<file path="src/rtl/core/ccc_pkg.sv">
package ccc_pkg;

    localparam int CFG_IDX_W  = 3;
    localparam int CFG_DATA_W = 16;

    typedef enum logic [CFG_IDX_W-1:0] {
        t_reg_start_day    = 3'd0,
        t_reg_start_month  = 3'd1,
        t_reg_start_year   = 3'd2,
        t_reg_start_hour   = 3'd3,
        t_reg_start_minute = 3'd4,
        t_reg_start_second = 3'd5
    } t_cfg_reg;

    localparam int SEC_W   = 6;
    localparam int MIN_W   = 6;
    localparam int HOUR_W  = 5;
    localparam int DAY_W   = 5;
    localparam int MONTH_W = 4;

    localparam int SEC_LAST   = 59;
    localparam int MIN_LAST   = 59;
    localparam int HOUR_LAST  = 23;
    localparam int MONTH_LAST = 12;
    localparam int YEAR_LAST  = 9999;

    localparam int YEAR_RST  = 2000;
    localparam int DAY_RST   = 1;
    localparam int MONTH_RST = 1;

    // divisibility by 25 through the inverse of 25 modulo 2**16
    localparam logic [15:0] INV25    = 16'h5C29;
    localparam logic [15:0] DIV25_MAX = 16'(65535 / 25);

    typedef struct packed {
        logic load;
        logic step;
    } t_cell_ctrl;

    function automatic logic f_leap(input logic [15:0] y);
        logic [15:0] prod;
        logic        div25;
        prod  = y * INV25;
        div25 = (prod <= DIV25_MAX);
        return (y[1:0] == 2'd0) && (!div25 || (y[3:0] == 4'd0));
    endfunction

    function automatic logic [DAY_W-1:0] f_month_len(input logic [MONTH_W-1:0] m,
                                                      input logic leap);
        logic [DAY_W-1:0] len;
        case (m)
            4'd2: begin
                len = leap ? 5'd29 : 5'd28;
            end
            4'd1, 4'd3, 4'd5, 4'd7, 4'd8, 4'd10, 4'd12: begin
                len = 5'd31;
            end
            default: begin
                len = 5'd30;
            end
        endcase
        return len;
    endfunction

endpackage

</file>
<file path="src/rtl/core/calendar_clock_counter_top.sv">
// latency: the result of a request is shown the cycle after it is taken
// throughput: one request per cycle when not stalled; six cells ripple carries in that cycle
// the counters drive the result ports directly and hold while the result is stalled
// reset (synchronous, active low): 00:00:00 on 1 January 2000, start registers alike
module calendar_clock_counter_top #(
    parameter int YEAR_WIDTH = 14
) (
    input  logic                                i_clk,
    input  logic                                i_rst_n,
    input  logic                                i_valid,
    output logic                                o_stall,
    input  logic                                i_load,
    output logic                                o_valid,
    input  logic                                i_stall,
    output logic [ccc_pkg::DAY_W-1:0]           o_day_out,
    output logic [ccc_pkg::MONTH_W-1:0]         o_month_out,
    output logic [YEAR_WIDTH-1:0]               o_year_out,
    output logic [ccc_pkg::HOUR_W-1:0]          o_hour_out,
    output logic [ccc_pkg::MIN_W-1:0]           o_minute_out,
    output logic [ccc_pkg::SEC_W-1:0]           o_second_out,
    output logic                                o_leap_out,
    input  logic                                i_cfg_valid,
    output logic                                o_cfg_ready,
    input  logic [ccc_pkg::CFG_IDX_W-1:0]       i_cfg_index,
    input  logic [ccc_pkg::CFG_DATA_W-1:0]      i_cfg_data
);

    localparam int YEAR_LIMIT = (ccc_pkg::YEAR_LAST < (1 << YEAR_WIDTH)) ?
                                ccc_pkg::YEAR_LAST : (1 << YEAR_WIDTH);
    localparam logic [YEAR_WIDTH-1:0] YEAR_RST_V = YEAR_WIDTH'(ccc_pkg::YEAR_RST);
    localparam logic LEAP_RST = ccc_pkg::f_leap(16'(YEAR_RST_V));

    logic [ccc_pkg::DAY_W-1:0]   r_start_day;
    logic [ccc_pkg::MONTH_W-1:0] r_start_month;
    logic [YEAR_WIDTH-1:0]       r_start_year;
    logic [ccc_pkg::HOUR_W-1:0]  r_start_hour;
    logic [ccc_pkg::MIN_W-1:0]   r_start_minute;
    logic [ccc_pkg::SEC_W-1:0]   r_start_second;

    logic r_out_valid;
    logic r_leap;
    logic accept;

    ccc_pkg::t_cell_ctrl sec_ctrl, min_ctrl, hour_ctrl, day_ctrl, month_ctrl, year_ctrl;
    logic sec_carry, min_carry, hour_carry, day_carry, month_carry, year_carry;

    logic [YEAR_WIDTH-1:0]       year_next;
    logic [ccc_pkg::DAY_W-1:0]   month_len;

    assign o_cfg_ready = 1'b1;
    assign o_stall     = r_out_valid && i_stall;
    assign accept      = i_valid && !o_stall;
    assign o_valid     = r_out_valid;

    // configuration
    always_ff @(posedge i_clk) begin
        if (!i_rst_n) begin
            r_start_day    <= ccc_pkg::DAY_W'(ccc_pkg::DAY_RST);
            r_start_month  <= ccc_pkg::MONTH_W'(ccc_pkg::MONTH_RST);
            r_start_year   <= YEAR_RST_V;
            r_start_hour   <= '0;
            r_start_minute <= '0;
            r_start_second <= '0;
        end else if (i_cfg_valid && o_cfg_ready) begin
            case (i_cfg_index)
                ccc_pkg::t_reg_start_day: begin
                    r_start_day <= i_cfg_data[ccc_pkg::DAY_W-1:0];
                end
                ccc_pkg::t_reg_start_month: begin
                    r_start_month <= i_cfg_data[ccc_pkg::MONTH_W-1:0];
                end
                ccc_pkg::t_reg_start_year: begin
                    r_start_year <= i_cfg_data[YEAR_WIDTH-1:0];
                end
                ccc_pkg::t_reg_start_hour: begin
                    r_start_hour <= i_cfg_data[ccc_pkg::HOUR_W-1:0];
                end
                ccc_pkg::t_reg_start_minute: begin
                    r_start_minute <= i_cfg_data[ccc_pkg::MIN_W-1:0];
                end
                ccc_pkg::t_reg_start_second: begin
                    r_start_second <= i_cfg_data[ccc_pkg::SEC_W-1:0];
                end
                default: begin
                end
            endcase
        end
    end

    // carry chain
    always_comb begin
        sec_ctrl.load   = accept && i_load;
        sec_ctrl.step   = accept && !i_load;
        min_ctrl.load   = sec_ctrl.load;
        min_ctrl.step   = sec_carry;
        hour_ctrl.load  = sec_ctrl.load;
        hour_ctrl.step  = min_carry;
        day_ctrl.load   = sec_ctrl.load;
        day_ctrl.step   = hour_carry;
        month_ctrl.load = sec_ctrl.load;
        month_ctrl.step = day_carry;
        year_ctrl.load  = sec_ctrl.load;
        year_ctrl.step  = month_carry;
    end

    assign month_len = ccc_pkg::f_month_len(o_month_out, r_leap);

    ccc_cell #(
        .WIDTH(ccc_pkg::SEC_W), .RST_VAL('0), .WRAP_VAL('0)
    ) u_sec (
        .i_clk(i_clk), .i_rst_n(i_rst_n), .i_ctrl(sec_ctrl),
        .i_load_val(r_start_second),
        .i_limit((ccc_pkg::SEC_W+1)'(ccc_pkg::SEC_LAST)),
        .o_value(o_second_out), .o_carry(sec_carry)
    );

    ccc_cell #(
        .WIDTH(ccc_pkg::MIN_W), .RST_VAL('0), .WRAP_VAL('0)
    ) u_min (
        .i_clk(i_clk), .i_rst_n(i_rst_n), .i_ctrl(min_ctrl),
        .i_load_val(r_start_minute),
        .i_limit((ccc_pkg::MIN_W+1)'(ccc_pkg::MIN_LAST)),
        .o_value(o_minute_out), .o_carry(min_carry)
    );

    ccc_cell #(
        .WIDTH(ccc_pkg::HOUR_W), .RST_VAL('0), .WRAP_VAL('0)
    ) u_hour (
        .i_clk(i_clk), .i_rst_n(i_rst_n), .i_ctrl(hour_ctrl),
        .i_load_val(r_start_hour),
        .i_limit((ccc_pkg::HOUR_W+1)'(ccc_pkg::HOUR_LAST)),
        .o_value(o_hour_out), .o_carry(hour_carry)
    );

    ccc_cell #(
        .WIDTH(ccc_pkg::DAY_W),
        .RST_VAL(ccc_pkg::DAY_W'(ccc_pkg::DAY_RST)),
        .WRAP_VAL(ccc_pkg::DAY_W'(1))
    ) u_day (
        .i_clk(i_clk), .i_rst_n(i_rst_n), .i_ctrl(day_ctrl),
        .i_load_val(r_start_day),
        .i_limit({1'b0, month_len}),
        .o_value(o_day_out), .o_carry(day_carry)
    );

    ccc_cell #(
        .WIDTH(ccc_pkg::MONTH_W),
        .RST_VAL(ccc_pkg::MONTH_W'(ccc_pkg::MONTH_RST)),
        .WRAP_VAL(ccc_pkg::MONTH_W'(1))
    ) u_month (
        .i_clk(i_clk), .i_rst_n(i_rst_n), .i_ctrl(month_ctrl),
        .i_load_val(r_start_month),
        .i_limit((ccc_pkg::MONTH_W+1)'(ccc_pkg::MONTH_LAST)),
        .o_value(o_month_out), .o_carry(month_carry)
    );

    ccc_cell #(
        .WIDTH(YEAR_WIDTH), .RST_VAL(YEAR_RST_V), .WRAP_VAL('0)
    ) u_year (
        .i_clk(i_clk), .i_rst_n(i_rst_n), .i_ctrl(year_ctrl),
        .i_load_val(r_start_year),
        .i_limit((YEAR_WIDTH+1)'(YEAR_LIMIT)),
        .o_value(o_year_out), .o_carry(year_carry)
    );

    // year as it will stand after this edge
    always_comb begin
        if (year_ctrl.load) begin
            year_next = r_start_year;
        end else if (year_carry) begin
            year_next = '0;
        end else if (year_ctrl.step) begin
            year_next = o_year_out + 1'b1;
        end else begin
            year_next = o_year_out;
        end
    end

    // leap flag follows the year register
    always_ff @(posedge i_clk) begin
        if (!i_rst_n) begin
            r_leap      <= LEAP_RST;
            r_out_valid <= 1'b0;
        end else begin
            r_leap <= ccc_pkg::f_leap(16'(year_next));
            if (accept) begin
                r_out_valid <= 1'b1;
            end else if (!i_stall) begin
                r_out_valid <= 1'b0;
            end
        end
    end

    assign o_leap_out = r_leap;

`ifndef NO_ASSERTIONS
    a_leap_tracks_year: assert property (@(posedge i_clk) disable iff (!i_rst_n)
        r_leap == ccc_pkg::f_leap(16'(o_year_out)))
        else $error("leap flag out of step with year");

    a_load_day: assert property (@(posedge i_clk) disable iff (!i_rst_n)
        accept && i_load |=> o_day_out == $past(r_start_day))
        else $error("load did not copy start day");

    a_tick_second: assert property (@(posedge i_clk) disable iff (!i_rst_n)
        accept && !i_load && (o_second_out < 6'(ccc_pkg::SEC_LAST))
        |=> o_second_out == $past(o_second_out) + 6'd1)
        else $error("second did not advance");

    a_hold_when_idle: assert property (@(posedge i_clk) disable iff (!i_rst_n)
        !accept |=> $stable(o_second_out) && $stable(o_year_out) && $stable(o_day_out))
        else $error("counters moved without a request");

    a_year_only_on_month: assert property (@(posedge i_clk) disable iff (!i_rst_n)
        year_carry |-> month_carry && day_carry && hour_carry)
        else $error("carry chain broken");
`endif

endmodule

</file>
<file path="src/rtl/core/ccc_cell.sv">
module ccc_cell #(
    parameter int               WIDTH    = 6,
    parameter logic [WIDTH-1:0] RST_VAL  = '0,
    parameter logic [WIDTH-1:0] WRAP_VAL = '0
) (
    input  logic                i_clk,
    input  logic                i_rst_n,
    input  ccc_pkg::t_cell_ctrl i_ctrl,
    input  logic [WIDTH-1:0]    i_load_val,
    input  logic [WIDTH:0]      i_limit,
    output logic [WIDTH-1:0]    o_value,
    output logic                o_carry
);

    logic [WIDTH-1:0] r_value;
    logic [WIDTH-1:0] n_value;
    logic [WIDTH:0]   sum;
    logic             wrap;

    assign sum  = {1'b0, r_value} + {{WIDTH{1'b0}}, 1'b1};
    assign wrap = (sum > i_limit);

    always_comb begin
        if (i_ctrl.load) begin
            n_value = i_load_val;
        end else if (i_ctrl.step) begin
            n_value = wrap ? WRAP_VAL : sum[WIDTH-1:0];
        end else begin
            n_value = r_value;
        end
    end

    always_ff @(posedge i_clk) begin
        if (!i_rst_n) begin
            r_value <= RST_VAL;
        end else begin
            r_value <= n_value;
        end
    end

    assign o_value = r_value;
    assign o_carry = i_ctrl.step && !i_ctrl.load && wrap;

endmodule

</file>
<file path="config.mk">
export PLATFORM = sky130hd
export DESIGN_NAME = calendar_clock_counter_top
export DESIGN_NICKNAME = d
export VERILOG_FILES = /design/src/rtl/core/ccc_pkg.sv /design/src/rtl/core/calendar_clock_counter_top.sv /design/src/rtl/core/ccc_cell.sv
export SDC_FILE = /design/constraint.sdc
export NUM_CORES = 1
export LEC_CHECK = 0
export BUFFER_PORTS_ARGS = -buffer_cell sky130_fd_sc_hd__buf_2
export CORE_UTILIZATION = 45
export CTS_BUF_LIST = sky130_fd_sc_hd__clkbuf_16
export DETAILED_ROUTE_END_ITERATION = 6
export PLACE_DENSITY = 0.66
export REMOVE_ABC_BUFFERS = 1
export SKIP_CTS_REPAIR_TIMING = 1
export SLEW_MARGIN = 15
export SYNTH_ARGS = -nofsm -noshare
export SYNTH_HDL_FRONTEND = slang
export SYNTH_SLANG_ARGS = --single-unit
</file>
<file path="constraint.sdc">
create_clock -name i_clk -period 8.3 [get_ports i_clk]
set_clock_uncertainty 0.2 [all_clocks]
set_input_delay 0.83 -clock i_clk [delete_from_list [all_inputs] [get_ports i_clk]]
set_output_delay 0.83 -clock i_clk [all_outputs]
set_load 0.02 [all_outputs]
</file>
## Yosys cells after proc, flatten, opt, wreduce, memory -nomap -nowiden

Cells that the tools add are included.

- Register bits after elaboration: 82
- Word-level logic and storage cells: 106
- Bits of input ports: 25

- Equality and inequality tests: 14
- Multiply operators: 1
- Reductions and logical operators: 38
- Order comparisons: 7
- Add/sub/neg operators: 7
- Multiplexer cells: 25

Operator list:

| operator | number |
|---|---|
| 2-to-1 mux 14 bit | 6 |
| 2-to-1 mux 6 bit | 6 |
| 2-to-1 mux 5 bit | 6 |
| logical AND 1 bit | 17 |
| <= comparator 16 x 12 -> 1 bit, second input constant | 1 |
| multiplier 14 x 15 -> 16 bit, second input constant | 1 |
| adder 14 x 1 -> 15 bit, second input constant | 1 |
| greater-than comparator 15 x 14 -> 1 bit, second input constant | 1 |
| adder 14 x 1 -> 14 bit, second input constant | 1 |
| adder 6 x 1 -> 7 bit, second input constant | 2 |
| greater-than comparator 7 x 6 -> 1 bit, second input constant | 2 |
| adder 5 x 1 -> 6 bit, second input constant | 2 |
| equality test 4 bit, second input constant | 3 |
| 2-to-1 mux 4 bit | 3 |
| AND reduction 2 bit | 6 |
| nonzero test 2 bit | 6 |
| equality test 4 x 2 -> 1 bit, second input constant | 2 |
| equality test 4 x 3 -> 1 bit, second input constant | 2 |
| OR reduction 7 bit | 1 |
| equality test 3 x 2 -> 1 bit, second input constant | 2 |
| equality test 3 bit, second input constant | 2 |
| greater-than comparator 6 x 5 -> 1 bit | 1 |
| greater-than comparator 6 x 5 -> 1 bit, second input constant | 1 |
| adder 4 x 1 -> 5 bit, second input constant | 1 |
| other kinds (11) | 16 |

## Longest topological paths before layout

Gate-level depths: netlist (run 1).

- Word-level depth: 24
- Mapped depth: 34
- Mapped depth without buffers: 33

## Hierarchy

Synthesis (run 1) repeated with hierarchy kept, for this count alone.

- Cell total of the unflattened synthesis: 883
- Area total of the unflattened synthesis: 7,420.9 um2

By module, submodules not included:

| module | cells each | instances | seq. area each (um2) | area each (um2) |
|---|---|---|---|---|
| calendar_clock_counter_top | 396 | 1 | 840.8 | 3,534.6 |
| ccc_cell (u_year) | 168 | 1 | 280.3 | 1,332.5 |
| ccc_cell (u_min ...) | 72 | 2 | 120.1 | 571.8 |
| ccc_cell (u_hour) | 64 | 1 | 100.1 | 534.3 |
| ccc_cell (u_day) | 61 | 1 | 100.1 | 479.2 |
| ccc_cell (u_month) | 50 | 1 | 80.1 | 396.6 |

## Worst setup path after synthesis (run 1)

No wires, ideal clock.

- Kind: flip-flop to flip-flop
- From: register u_month.r_value[0] (netlist: u_month.o_value[0])
- To: register r_leap (netlist: o_leap_out)
- Path slack: 0.435 ns
- Required time: 8.019 ns
- Arrival: 7.584 ns
- Stages on the path, launching flop included: 29
- Cells stage by stage: dfxtp_1 -> inv_1 -> ha_1 -> nor2b_1 -> a2111oi_0 -> a21oi_1 -> ha_1 -> a21boi_0 -> o211ai_1 -> o211ai_2 -> o211ai_1 -> or4_4 -> buf_2 -> o211a_1 -> a2bb2oi_1 -> fa_1 -> ha_1 -> ha_1 -> inv_1 -> fa_1 -> inv_1 -> fa_1 -> fa_1 -> ha_1 -> o41ai_1 -> xnor2_1 -> xnor2_1 -> xnor3_1 -> a41oi_1

- Word-level cells in the longest chain between the ends: 16
- Elaborated cells on any way between the ends: 28
- Those cells by class: 1 x add/sub; 1 x mul; 3 x order compare; 8 x eq/ne; 4 x mux; 11 x reduce/logical

Ends and longest elaborated chain:

| element | line | RTL |
|---|---|---|
| start, declared | ccc_cell.sv:15 | `logic [WIDTH-1:0] r_value;` |
| start signal, assigned | ccc_cell.sv:37 | `r_value <= n_value;` |
| equality test 4 x 1 -> 1 bit, or another cell as far along | ccc_pkg.sv:51 | `case (m)` |
| OR reduction 7 bit | ccc_pkg.sv:51 |  |
| case mux 2 bit (2 select lines) | ccc_pkg.sv:51 |  |
| greater-than comparator 6 x 5 -> 1 bit | ccc_cell.sv:21 | `assign wrap = (sum > i_limit);` |
| logical AND 1 bit (2 in a row) | ccc_cell.sv:42 | `assign o_carry = i_ctrl.step && !i_ctrl.load && wrap;` |
| logical AND 1 bit * | ccc_cell.sv:42 |  |
| logical AND 1 bit (2 in a row) | ccc_cell.sv:42 |  |
| 2-to-1 mux 14 bit * | calendar_clock_counter_top.sv:170 | `end else if (year_carry) begin` |
| 2-to-1 mux 14 bit * | calendar_clock_counter_top.sv:168 | `if (year_ctrl.load) begin` |
| multiplier 14 x 15 -> 16 bit | ccc_pkg.sv:43 | `prod = y * INV25;` |
| <= comparator 16 x 12 -> 1 bit | ccc_pkg.sv:44 | `div25 = (prod <= DIV25_MAX);` |
| logical NOT 1 bit | ccc_pkg.sv:45 | `return (y[1:0] == 2'd0) && (!div25 \|\| (y[3:0] == 4'd0));` |
| logical OR 1 bit | ccc_pkg.sv:45 |  |
| logical AND 1 bit * | ccc_pkg.sv:45 |  |
| end signal, assigned | calendar_clock_counter_top.sv:185 | `r_leap <= ccc_pkg::f_leap(16'(year_next));` |
| end, declared | calendar_clock_counter_top.sv:41 | `logic r_leap;` |

Mark *: on every way between the ends. The rest lies on a longest branch, timed or not.
A chain may end at the register's enable or synchronous reset.

## Worst setup path after layout (run 1)

Same ends and word-level chain as after synthesis.

==> flow_metrics.env, run 1 <==
export IMPL_outcome="complete, no violations"
export IMPL_crit_buf_inv=3
export IMPL_cts_root_buf="clkbuf_16"
export IMPL_tightest_slew_ns=1.18
export IMPL_crit_top_cell="ha_1"
export IMPL_hold_depth=2
export IMPL_clock_sinks=82
export IMPL_row_count=43
export IMPL_hold_violations=0
export IMPL_multi_input_area_sq_um=4410
export IMPL_portBuffers=65
export IMPL_regArea_sq_um=1650
export IMPL_ios=69
export IMPL_drive_gt1_share_pct=14.0
export IMPL_critPathRequiredTime_ns=8.35
export IMPL_cp_arrival_ns=7.93
export IMPL_reg2reg_depth=29
export IMPL_nNetsFinal=918
export IMPL_fp_coreArea_sq_um=13800
export IMPL_end_kind="flop"
export IMPL_syn_area_per_cell_sq_um=8.46
export IMPL_peakVddDrop_v=0.000109
export IMPL_fill_cells=1337
export IMPL_cts_max_level=3
export IMPL_path_delay_family="adder cells"
export IMPL_fp_dieW_um=121
export IMPL_fin_area_sq_um=7180
export IMPL_area_delta_synth_final_pct=13.0
export IMPL_setup_viol=0
export IMPL_final_cell_mix="nand2_1 (91), dfxtp_1 (81), ha_1 (68), buf_2 (66), inv_1 (55)"
export IMPL_path_clk_slew_ns=0.06
export IMPL_dpl_cell_area_sq_um=6850
export IMPL_diodes=0
export IMPL_numCtsBuffers=9
export IMPL_cp_num_cells=29
export IMPL_ys_seq_area_share_pct=25.8
export IMPL_dpl_worst_slack_ns=0.214
export IMPL_critPathLaunchType="flop"
export IMPL_powerDensity_nw_per_um2=160
export IMPL_viasPerCell=5.68
export IMPL_grt_usage_pct=23.0
export IMPL_final_common_cell="nand2_1"
export IMPL_die_h_um=121
export IMPL_ys_warn_count=0
export IMPL_clockBufferDepth=2
export IMPL_dieArea_sq_um=14600
export IMPL_slew_headroom_pct=21.4
export IMPL_final_max_slew_viol_count=0
export IMPL_cp_slowest_cell="or4_4"
export IMPL_synthFlopType="dfxtp_1"
export IMPL_dr_total_vias=5640
export IMPL_overflow=0
export IMPL_synthArstFlopShare_pct=0
export IMPL_routedWlPerCell_um=16.6
export IMPL_tritoncts="yes"
export IMPL_maxCapViolCount=0
export IMPL_gp_congestion=0.887
export IMPL_whs_ns=0.263
export IMPL_min_delay_path_class="reg -> reg"
export IMPL_max_stage_delay_ns=0.64
export IMPL_clock_latency_ns=0.34
export IMPL_synth_edf_count=0
export IMPL_drtIter0Drc=445
export IMPL_synthCells=752
export IMPL_finalCriticalPeriod_ns=7.87
export IMPL_fin_crit_sh_pct=94.9
export IMPL_synthDistinctLibCells=75
export IMPL_grt_pass1_wl_um=26600
export IMPL_dp_hpwl_um=12100
export IMPL_grt_antenna_before_repair=0
export IMPL_path_class="reg -> reg"
export IMPL_fmax_ghz=0.127
export IMPL_netlist_area_sq_um=6360
export IMPL_start_util_pct=46.0
export IMPL_route_detailed_drc=0
export IMPL_power_leakage_nw=3.16
export IMPL_postSynthRegisterBits=82
export IMPL_antenna_left=0
export IMPL_finalWorstSetupSlack_ns=0.427
export IMPL_crit_fanout=8
export IMPL_grt_max_degree=84
export IMPL_postRouteWirelength_um=16500
export IMPL_grt_pass1_vias=5295
export IMPL_firstDrtPassIters=5
[cells in the mapped netlist, drive strengths merged, types with 17 or more instances]
library cell / instances / share of area, %
xnor2: 17 / 2.3
nor2b: 39 / 3.8
nor2: 38 / 2.2
clkbuf: 27 / 1.6
inv: 53 / 3.1
ha: 68 / 13
o21ai: 34 / 2.9
nand2: 92 / 5.5
a21oi: 30 / 2.4
nand3: 23 / 1.8
fa: 17 / 5.4
mux2i: 28 / 4.4
and2: 18 / 1.8
dfxtp: 82 / 26
[registers in the layout, summed over array words and instances (netlist names)]
register / cells
o_leap_out: 1
o_valid: 1
r_start_day: 5
r_start_hour: 5
r_start_minute: 6
r_start_month: 4
r_start_second: 6
r_start_year: 14
u_day.o_value: 5
u_hour.o_value: 5
u_min.o_value: 6
u_month.o_value: 4
u_sec.o_value: 6
u_year.o_value: 14
[metal layers]
layer  GRT usage, %  up-vias  part of all wire (%)
met1           30.0     2734                    46
met5              0        -                     0
met2           39.1      137                    48
li1               -     2750                     -
met3           3.85       19                   4.2
met4           6.17        0                   1.3
[per-stage QoR]
| step | instances | power [mW] | TNS, ns | util [%] |
|---|---|---|---|---|
| 2_1_floorplan | 719 | 0.676 | 0 | - |
| 3_3_place_gp | 974 | 0.749 | 0 | 49.5 |
| 3_5_place_dp | 974 | 0.763 | 0 | 49.5 |
| 4_1_cts | 990 | 1.15 | 0 | 51.6 |
| 5_1_grt | 993 | 1.21 | -0.0161 | 52.0 |
| 6_report | 993 | 1.15 | 0 | 52.0 |
[worst reg2reg max path, delay by kind of cell (launching register included)]
kind	cells	cell delay, ns
AOI/OAI and AO/OA	10	2.01
xor gates and xnor gates	3	0.70
adders and majority gates	9	3.34
buffers and inverters	3	0.18
DFF	1	0.39
and+or+nand+nor	4	0.96
[where the power goes]
part / leakage (nW) / internal (mW) / total, mW / switching, mW
clock network: 0.145 / 0.230 / 0.389 / 0.159
logic: 2.35 / 0.153 / 0.340 / 0.187
registers: 0.666 / 0.404 / 0.419 / 0.0152
total: 3.16 / 0.787 / 1.15 / 0.361
[cell type report]
type | count | share of cell area (%)
clock buffers | 9 | 3.13
clock inverters | 7 | 0.871
inverters | 53 | 2.77
multi-input cells | 584 | 61.3
flip-flops and latches | 82 | 22.9
well taps | 180 | 3.13
repair buffers | 78 | 5.85
[cells by family after synthesis]
logic type / synth area share [%]
other: 0.0590
buffers and inverters: 5.29
muxes: 4.41
DFF: 25.8
xor gates and xnor gates: 3.80
adders and majority gates: 18.7
AOI/OAI and AO/OA: 17.9
and+or+nand+nor: 24.0
[worst paths after layout]
path,slack (ns),endpoint,start
min reg2reg,0.26,r_start_year[1]$_SDFFE_PN0P_,r_start_year[1]$_SDFFE_PN0P_
max reg2reg,0.43,o_leap_out$_SDFF_PN1_,u_month.o_value[0]$_SDFFE_PN1P_
max,0.43,o_leap_out$_SDFF_PN1_,u_month.o_value[0]$_SDFFE_PN1P_
min,0.26,r_start_year[1]$_SDFFE_PN0P_,r_start_year[1]$_SDFFE_PN0P_
(Power assumes the default switching activity.)
==> run 2: changes to the inputs <==
PLACE_DENSITY = default   (was 0.66)
clock period = 8.45 ns   (was 8.3 ns; I/O delays follow)
==> run 2 against run 1 <==
  * Setup slack improved by 0.18 ns
  * Routed wire length increased by 0.41%
  * Cell area decreased by 0.19%
  * Worst hold slack improved by 0.0051 ns
  * Die area unchanged
  * Non-clock buffer count unchanged
  * Power decreased by 1.3%
  * Largest cell class unchanged
  * Highest routed layer unchanged
==> flow_metrics.env, run 2 (synthesis results as in run 1) <==
export IMPL_outcome="complete, no violations"
export IMPL_cp_arrival_ns=7.91
export IMPL_portBuffers=65
export IMPL_slew_headroom_pct=22.4
export IMPL_diodes=0
export IMPL_fp_dieW_um=121
export IMPL_hold_end="r_start_year[6]$_SDFFE_PN1P_"
export IMPL_clock_latency_ns=0.35
export IMPL_setup_viol=0
export IMPL_r2r_end="o_leap_out$_SDFF_PN1_"
export IMPL_final_cell_mix="nand2_1 (91), dfxtp_1 (82), ha_1 (68), buf_2 (65), inv_1 (53)"
export IMPL_crit_top_cell="ha_1"
export IMPL_final_common_cell="nand2_1"
export IMPL_hold_violations=0
export IMPL_r2r_start="u_month.o_value[1]$_SDFFE_PN0P_"
export IMPL_crit_fanout=10
export IMPL_routedWlPerCell_um=16.7
export IMPL_tightest_slew_ns=1.16
export IMPL_path_class="reg -> reg"
export IMPL_hold_depth=2
export IMPL_tritoncts="yes"
export IMPL_reg2reg_depth=30
export IMPL_fp_coreArea_sq_um=13800
export IMPL_fin_crit_sh_pct=92.8
export IMPL_ios=69
export IMPL_fmax_ghz=0.128
export IMPL_critPathRequiredTime_ns=8.51
export IMPL_grt_antenna_before_repair=0
export IMPL_clock_sinks=82
export IMPL_gp_congestion=0.895
export IMPL_grt_usage_pct=23.5
export IMPL_die_h_um=121
export IMPL_firstDrtPassIters=4
export IMPL_peakVddDrop_v=0.0000919
export IMPL_path_clk_slew_ns=0.06
export IMPL_dpl_cell_area_sq_um=6860
export IMPL_grt_pass1_vias=5248
export IMPL_start_util_pct=46.0
export IMPL_clockBufferDepth=2
export IMPL_cts_max_level=3
export IMPL_antenna_left=0
export IMPL_postRouteWirelength_um=16600
export IMPL_grt_max_degree=84
export IMPL_dr_total_vias=5594
export IMPL_powerDensity_nw_per_um2=158
export IMPL_fin_area_sq_um=7170
export IMPL_cp_slowest_cell="or4_4"
export IMPL_dp_hpwl_um=12200
export IMPL_viasPerCell=5.64
export IMPL_grt_pass1_wl_um=26900
export IMPL_numCtsBuffers=9
export IMPL_setup_tns_final_ns=0
export IMPL_power_leakage_nw=3.15
export IMPL_overflow=0
export IMPL_row_count=43
export IMPL_min_delay_start="r_start_year[6]$_SDFFE_PN1P_"
export IMPL_cts_root_buf="clkbuf_16"
export IMPL_max_stage_delay_ns=0.61
export IMPL_area_delta_synth_final_pct=12.7
export IMPL_drtIter0Drc=340
export IMPL_end_kind="flop"
export IMPL_nNetsFinal=918
export IMPL_drive_gt1_share_pct=13.7
export IMPL_critPathLaunchType="flop"
export IMPL_finalCriticalPeriod_ns=7.84
export IMPL_route_detailed_drc=0
export IMPL_maxCapViolCount=0
export IMPL_r2r_slack_ns=0.61
export IMPL_rsz0062_at_grt="false"
export IMPL_dieArea_sq_um=14600
export IMPL_final_max_slew_viol_count=0
export IMPL_min_delay_path_class="reg -> reg"
[run 2: layout make-up]
class	instances	area, sq um
Tap cell	180	225
Clock inverter	6	66.3
Fill cell	1328	6660
Inverter	53	199
Sequential cell	82	1640
Timing Repair Buffer	78	423
Clock buffer	9	225
Multi-Input combinational cell	584	4390
[run 2: critical path, delay by kind of cell (launching register included)]
kind	cells	cell delay, ns
compound gates	10	1.92
xor+xnor	3	0.65
fa+ha+maj	9	3.24
buf+inv	4	0.44
flops	1	0.38
simple gates	4	0.93
[run 2: metrics by stage]
step	hold slack (ns)	cells	utilization, %	power (mW)	setup WS [ns]
floorplan	0.238	719	-	0.664	0.658
global placement	0.253	976	49.6	0.738	0.606
detailed placement	0.256	976	49.6	0.747	0.385
CTS	0.272	991	51.7	1.15	0.390
global route	0.291	992	51.9	1.20	0.0875
finish	0.268	992	51.9	1.13	0.607
[run 2: how the worst max path moves through the flow]
| stage | from | endpoint | slack, ns | depth (start not counted) |
|---|---|---|---|---|
| 2_1_floorplan | u_month.o_value[0]$_SDFFE_PN1P_ | o_leap_out$_SDFF_PN1_ | 0.66 | 27 |
| 3_3_place_gp | u_month.o_value[1]$_SDFFE_PN0P_ | o_leap_out$_SDFF_PN1_ | 0.61 | 27 |
| 3_5_place_dp | u_month.o_value[1]$_SDFFE_PN0P_ | o_leap_out$_SDFF_PN1_ | 0.39 | 27 |
| 4_1_cts | u_month.o_value[1]$_SDFFE_PN0P_ | o_leap_out$_SDFF_PN1_ | 0.39 | 27 |
| 5_1_grt | u_month.o_value[0]$_SDFFE_PN1P_ | o_leap_out$_SDFF_PN1_ | 0.09 | 31 |
| 6_report | u_month.o_value[1]$_SDFFE_PN0P_ | o_leap_out$_SDFF_PN1_ | 0.61 | 30 |
[run 2: report_power, final]
group / switching [mW] / total (mW) / leakage (nW) / internal [mW]
sequential: 0.0147 / 0.412 / 0.666 / 0.397
clock: 0.169 / 0.397 / 0.136 / 0.228
combinational: 0.180 / 0.324 / 2.35 / 0.144
total: 0.364 / 1.13 / 3.15 / 0.769
[run 2: metal layers]
layer / up-vias / wire, um / GRT usage [%]
li1: 2770 / - / -
met1: 2667 / 8270 / 33.2
met2: 134 / 7370 / 36.7
met3: 23 / 661 / 3.29
met4: 0 / 272 / 7.41
met5: - / 0 / 0
==> run 3: changes to the inputs <==
CAP_MARGIN = 20   (was default)
CELL_PAD_IN_SITES_DETAIL_PLACEMENT = 1   (was default)
CELL_PAD_IN_SITES_GLOBAL_PLACEMENT = 2   (was default)
CORE_ASPECT_RATIO = 0.9   (was default)
CORE_UTILIZATION = 36   (was 45)
PLACE_DENSITY_LB_ADDON = 0.1   (was default)
==> run 3 against run 2 <==
  * Routed wire length up 11%
  * Sequential share of layout area down 0.48 points
  * Count of clock-buffer cells in the layout is the same
  * Sequential power about the same
  * Critical endpoint unchanged
  * Via count decreased by 0.52%
  * Critical path type unchanged
  * Die area up 25%
  * Global-route usage down 2.4 points
  * Cell count increased by 5.9%
  * Clock power rose by 22%
  * Non-clock buffer count rose by 3
  * Combinational power is 4% higher
  * First-iteration DRC count is 29% lower
==> flow_metrics.env, run 3 (synthesis results as in run 1) <==
export IMPL_power_frac_clock_pct=39.3
export IMPL_critPathRequiredTime_ns=8.52
export IMPL_numCtsBuffers=9
export IMPL_final_common_cell="nand2_1"
export IMPL_die_h_um=128
export IMPL_r2r_start="u_month.o_value[0]$_SDFFE_PN1P_"
export IMPL_fill_cells=2047
export IMPL_ios=69
export IMPL_dp_hpwl_um=13900
export IMPL_p_int_mw=0.845
export IMPL_cts_root_buf="clkbuf_16"
export IMPL_p_comb_share_pct=27.2
export IMPL_gp_congestion=0.849
export IMPL_dieArea_sq_um=18200
export IMPL_overflow=0
export IMPL_cp_slowest_cell="or4_4"
export IMPL_crit_top_cell="ha_1"
export IMPL_fmax_ghz=0.125
export IMPL_multi_input_area_sq_um=4400
export IMPL_power_switching_share_pct=31.5
export IMPL_firstDrtPassIters=4
export IMPL_dpl_worst_slack_ns=0.152
export IMPL_setup_tns_final_ns=0
export IMPL_max_stage_delay_ns=0.65
export IMPL_diodes=0
export IMPL_dpl_cell_area_sq_um=6930
export IMPL_stdcell_count=1051
export IMPL_powerDensity_nw_per_um2=168
export IMPL_dp_cells=1031
export IMPL_route_detailed_drc=0
export IMPL_grt_max_degree=84
export IMPL_fin_area_sq_um=7330
export IMPL_crit_fanout=9
export IMPL_viasPerCell=5.29
export IMPL_peakVddDrop_v=0.0000972
export IMPL_fp_dieW_um=142
export IMPL_r2r_end="o_leap_out$_SDFF_PN1_"
export IMPL_critPathLaunchType="flop"
export IMPL_path_clk_slew_ns=0.06
export IMPL_tightest_slew_ns=0.965
export IMPL_portBuffers=65
export IMPL_fin_crit_sh_pct=94.8
export IMPL_clock_latency_ns=0.36
export IMPL_grt_usage_pct=21.1
export IMPL_finalPower_mw=1.23
export IMPL_end_kind="flop"
export IMPL_routedWlPerCell_um=17.5
export IMPL_cp_arrival_ns=8.08
export IMPL_r2r_slack_ns=0.44
export IMPL_area_delta_synth_final_pct=15.2
export IMPL_fp_coreArea_sq_um=17100
export IMPL_outcome="complete, no violations"
export IMPL_critical_path_endpoint="o_leap_out$_SDFF_PN1_"
export IMPL_p_switching_mw=0.388
export IMPL_grt_pass1_vias=5625
export IMPL_maxCapViolCount=0
export IMPL_seq_power_share_pct=33.4
export IMPL_tritoncts="yes"
export IMPL_finalWorstSetupSlack_ns=0.439
export IMPL_slew_headroom_pct=35.4
export IMPL_final_max_slew_viol_count=0
export IMPL_power_leakage_nw=3.20
export IMPL_clockBufferDepth=2
export IMPL_hold_violations=0
export IMPL_fin_util_pct=43.0
export IMPL_setup_viol=0
export IMPL_postRouteWirelength_um=18400
export IMPL_grt_pass1_wl_um=29800
export IMPL_nNetsFinal=921
export IMPL_clock_sinks=82
export IMPL_row_count=45
export IMPL_final_cell_mix="nand2_1 (91), dfxtp_1 (81), ha_1 (68), buf_2 (67), inv_1 (53)"
export IMPL_start_util_pct=37.3
export IMPL_whs_ns=0.270
export IMPL_cts_max_level=3
export IMPL_reg2reg_depth=29
export IMPL_finalCriticalPeriod_ns=8.01
export IMPL_startpoint="u_month.o_value[0]$_SDFFE_PN1P_"
export IMPL_min_delay_path_class="reg -> reg"
export IMPL_grt_antenna_before_repair=0
export IMPL_dr_total_vias=5565
export IMPL_path_class="reg -> reg"
export IMPL_drive_gt1_share_pct=14.5
export IMPL_drtIter0Drc=240
export IMPL_antenna_left=0
export IMPL_regArea_sq_um=1640
-- run 3: cell count changes in the layout (fill, tap and decap cells not counted) --
cell        delta
clkinvlp_4     -2
dfxtp_1        -1
dfxtp_2        +1
bufinv_16      +2
a2bb2oi_2      +1
a2bb2oi_1      -1
buf_4          +1
clkinv_1       -1
inv_8          +2
buf_2          +2
-- run 3: area by class of cell --
class	count	area share (%)
Tap cell	235	4.01
Clock buffer	9	3.07
Clock inverter	7	1.78
Inverter	53	2.71
Timing Repair Buffer	81	6.01
Multi-Input combinational cell	584	60.0
Sequential cell	82	22.4
-- run 3: metal layers --
| layer | vias up | routed length, um | GRT usage [%] | share of wire [%] |
|---|---|---|---|---|
| met1 | 2706 | 9370 | 29.0 | 51 |
| met5 | - | 0 | 0 | 0 |
| li1 | 2755 | - | - | - |
| met3 | 19 | 514 | 3.40 | 2.8 |
| met4 | 0 | 238 | 5.38 | 1.3 |
| met2 | 85 | 8320 | 34.1 | 45 |
-- run 3: how the worst min path moves through the flow --
stage	from	end	slack, ns	cells after the start
3_3_place_gp	r_start_year[1]$_SDFFE_PN0P_	r_start_year[1]$_SDFFE_PN0P_	0.25	2
3_5_place_dp	r_start_year[4]$_SDFFE_PN1P_	r_start_year[4]$_SDFFE_PN1P_	0.26	2
6_report	r_start_day[1]$_SDFFE_PN0P_	u_day.o_value[1]$_SDFFE_PN0P_	0.27	2
2_1_floorplan	r_start_year[10]$_SDFFE_PN1P_	r_start_year[10]$_SDFFE_PN1P_	0.24	2
4_1_cts	r_start_day[1]$_SDFFE_PN0P_	u_day.o_value[1]$_SDFFE_PN0P_	0.28	2
5_1_grt	r_start_day[1]$_SDFFE_PN0P_	u_day.o_value[1]$_SDFFE_PN0P_	0.30	2
-- run 3: critical path, delay by kind of cell (launching register included) --
family	cells	cell delay [ns]
adders and majority gates	9	3.37
AOI/OAI and AO/OA	10	2.04
and+or+nand+nor	4	0.98
xor gates and xnor gates	3	0.73
DFF	1	0.42
buffers and inverters	3	0.18
-- run 3: power by group through the flow --
stage | logic (mW) | clock network [mW] | registers (mW)
4_1_cts | 0.339 | 0.494 | 0.411
5_1_grt | 0.382 | 0.512 | 0.414
3_3_place_gp | 0.325 | 0 | 0.420
3_5_place_dp | 0.334 | 0 | 0.420
6_report | 0.336 | 0.485 | 0.412
2_1_floorplan | 0.240 | 0 | 0.423
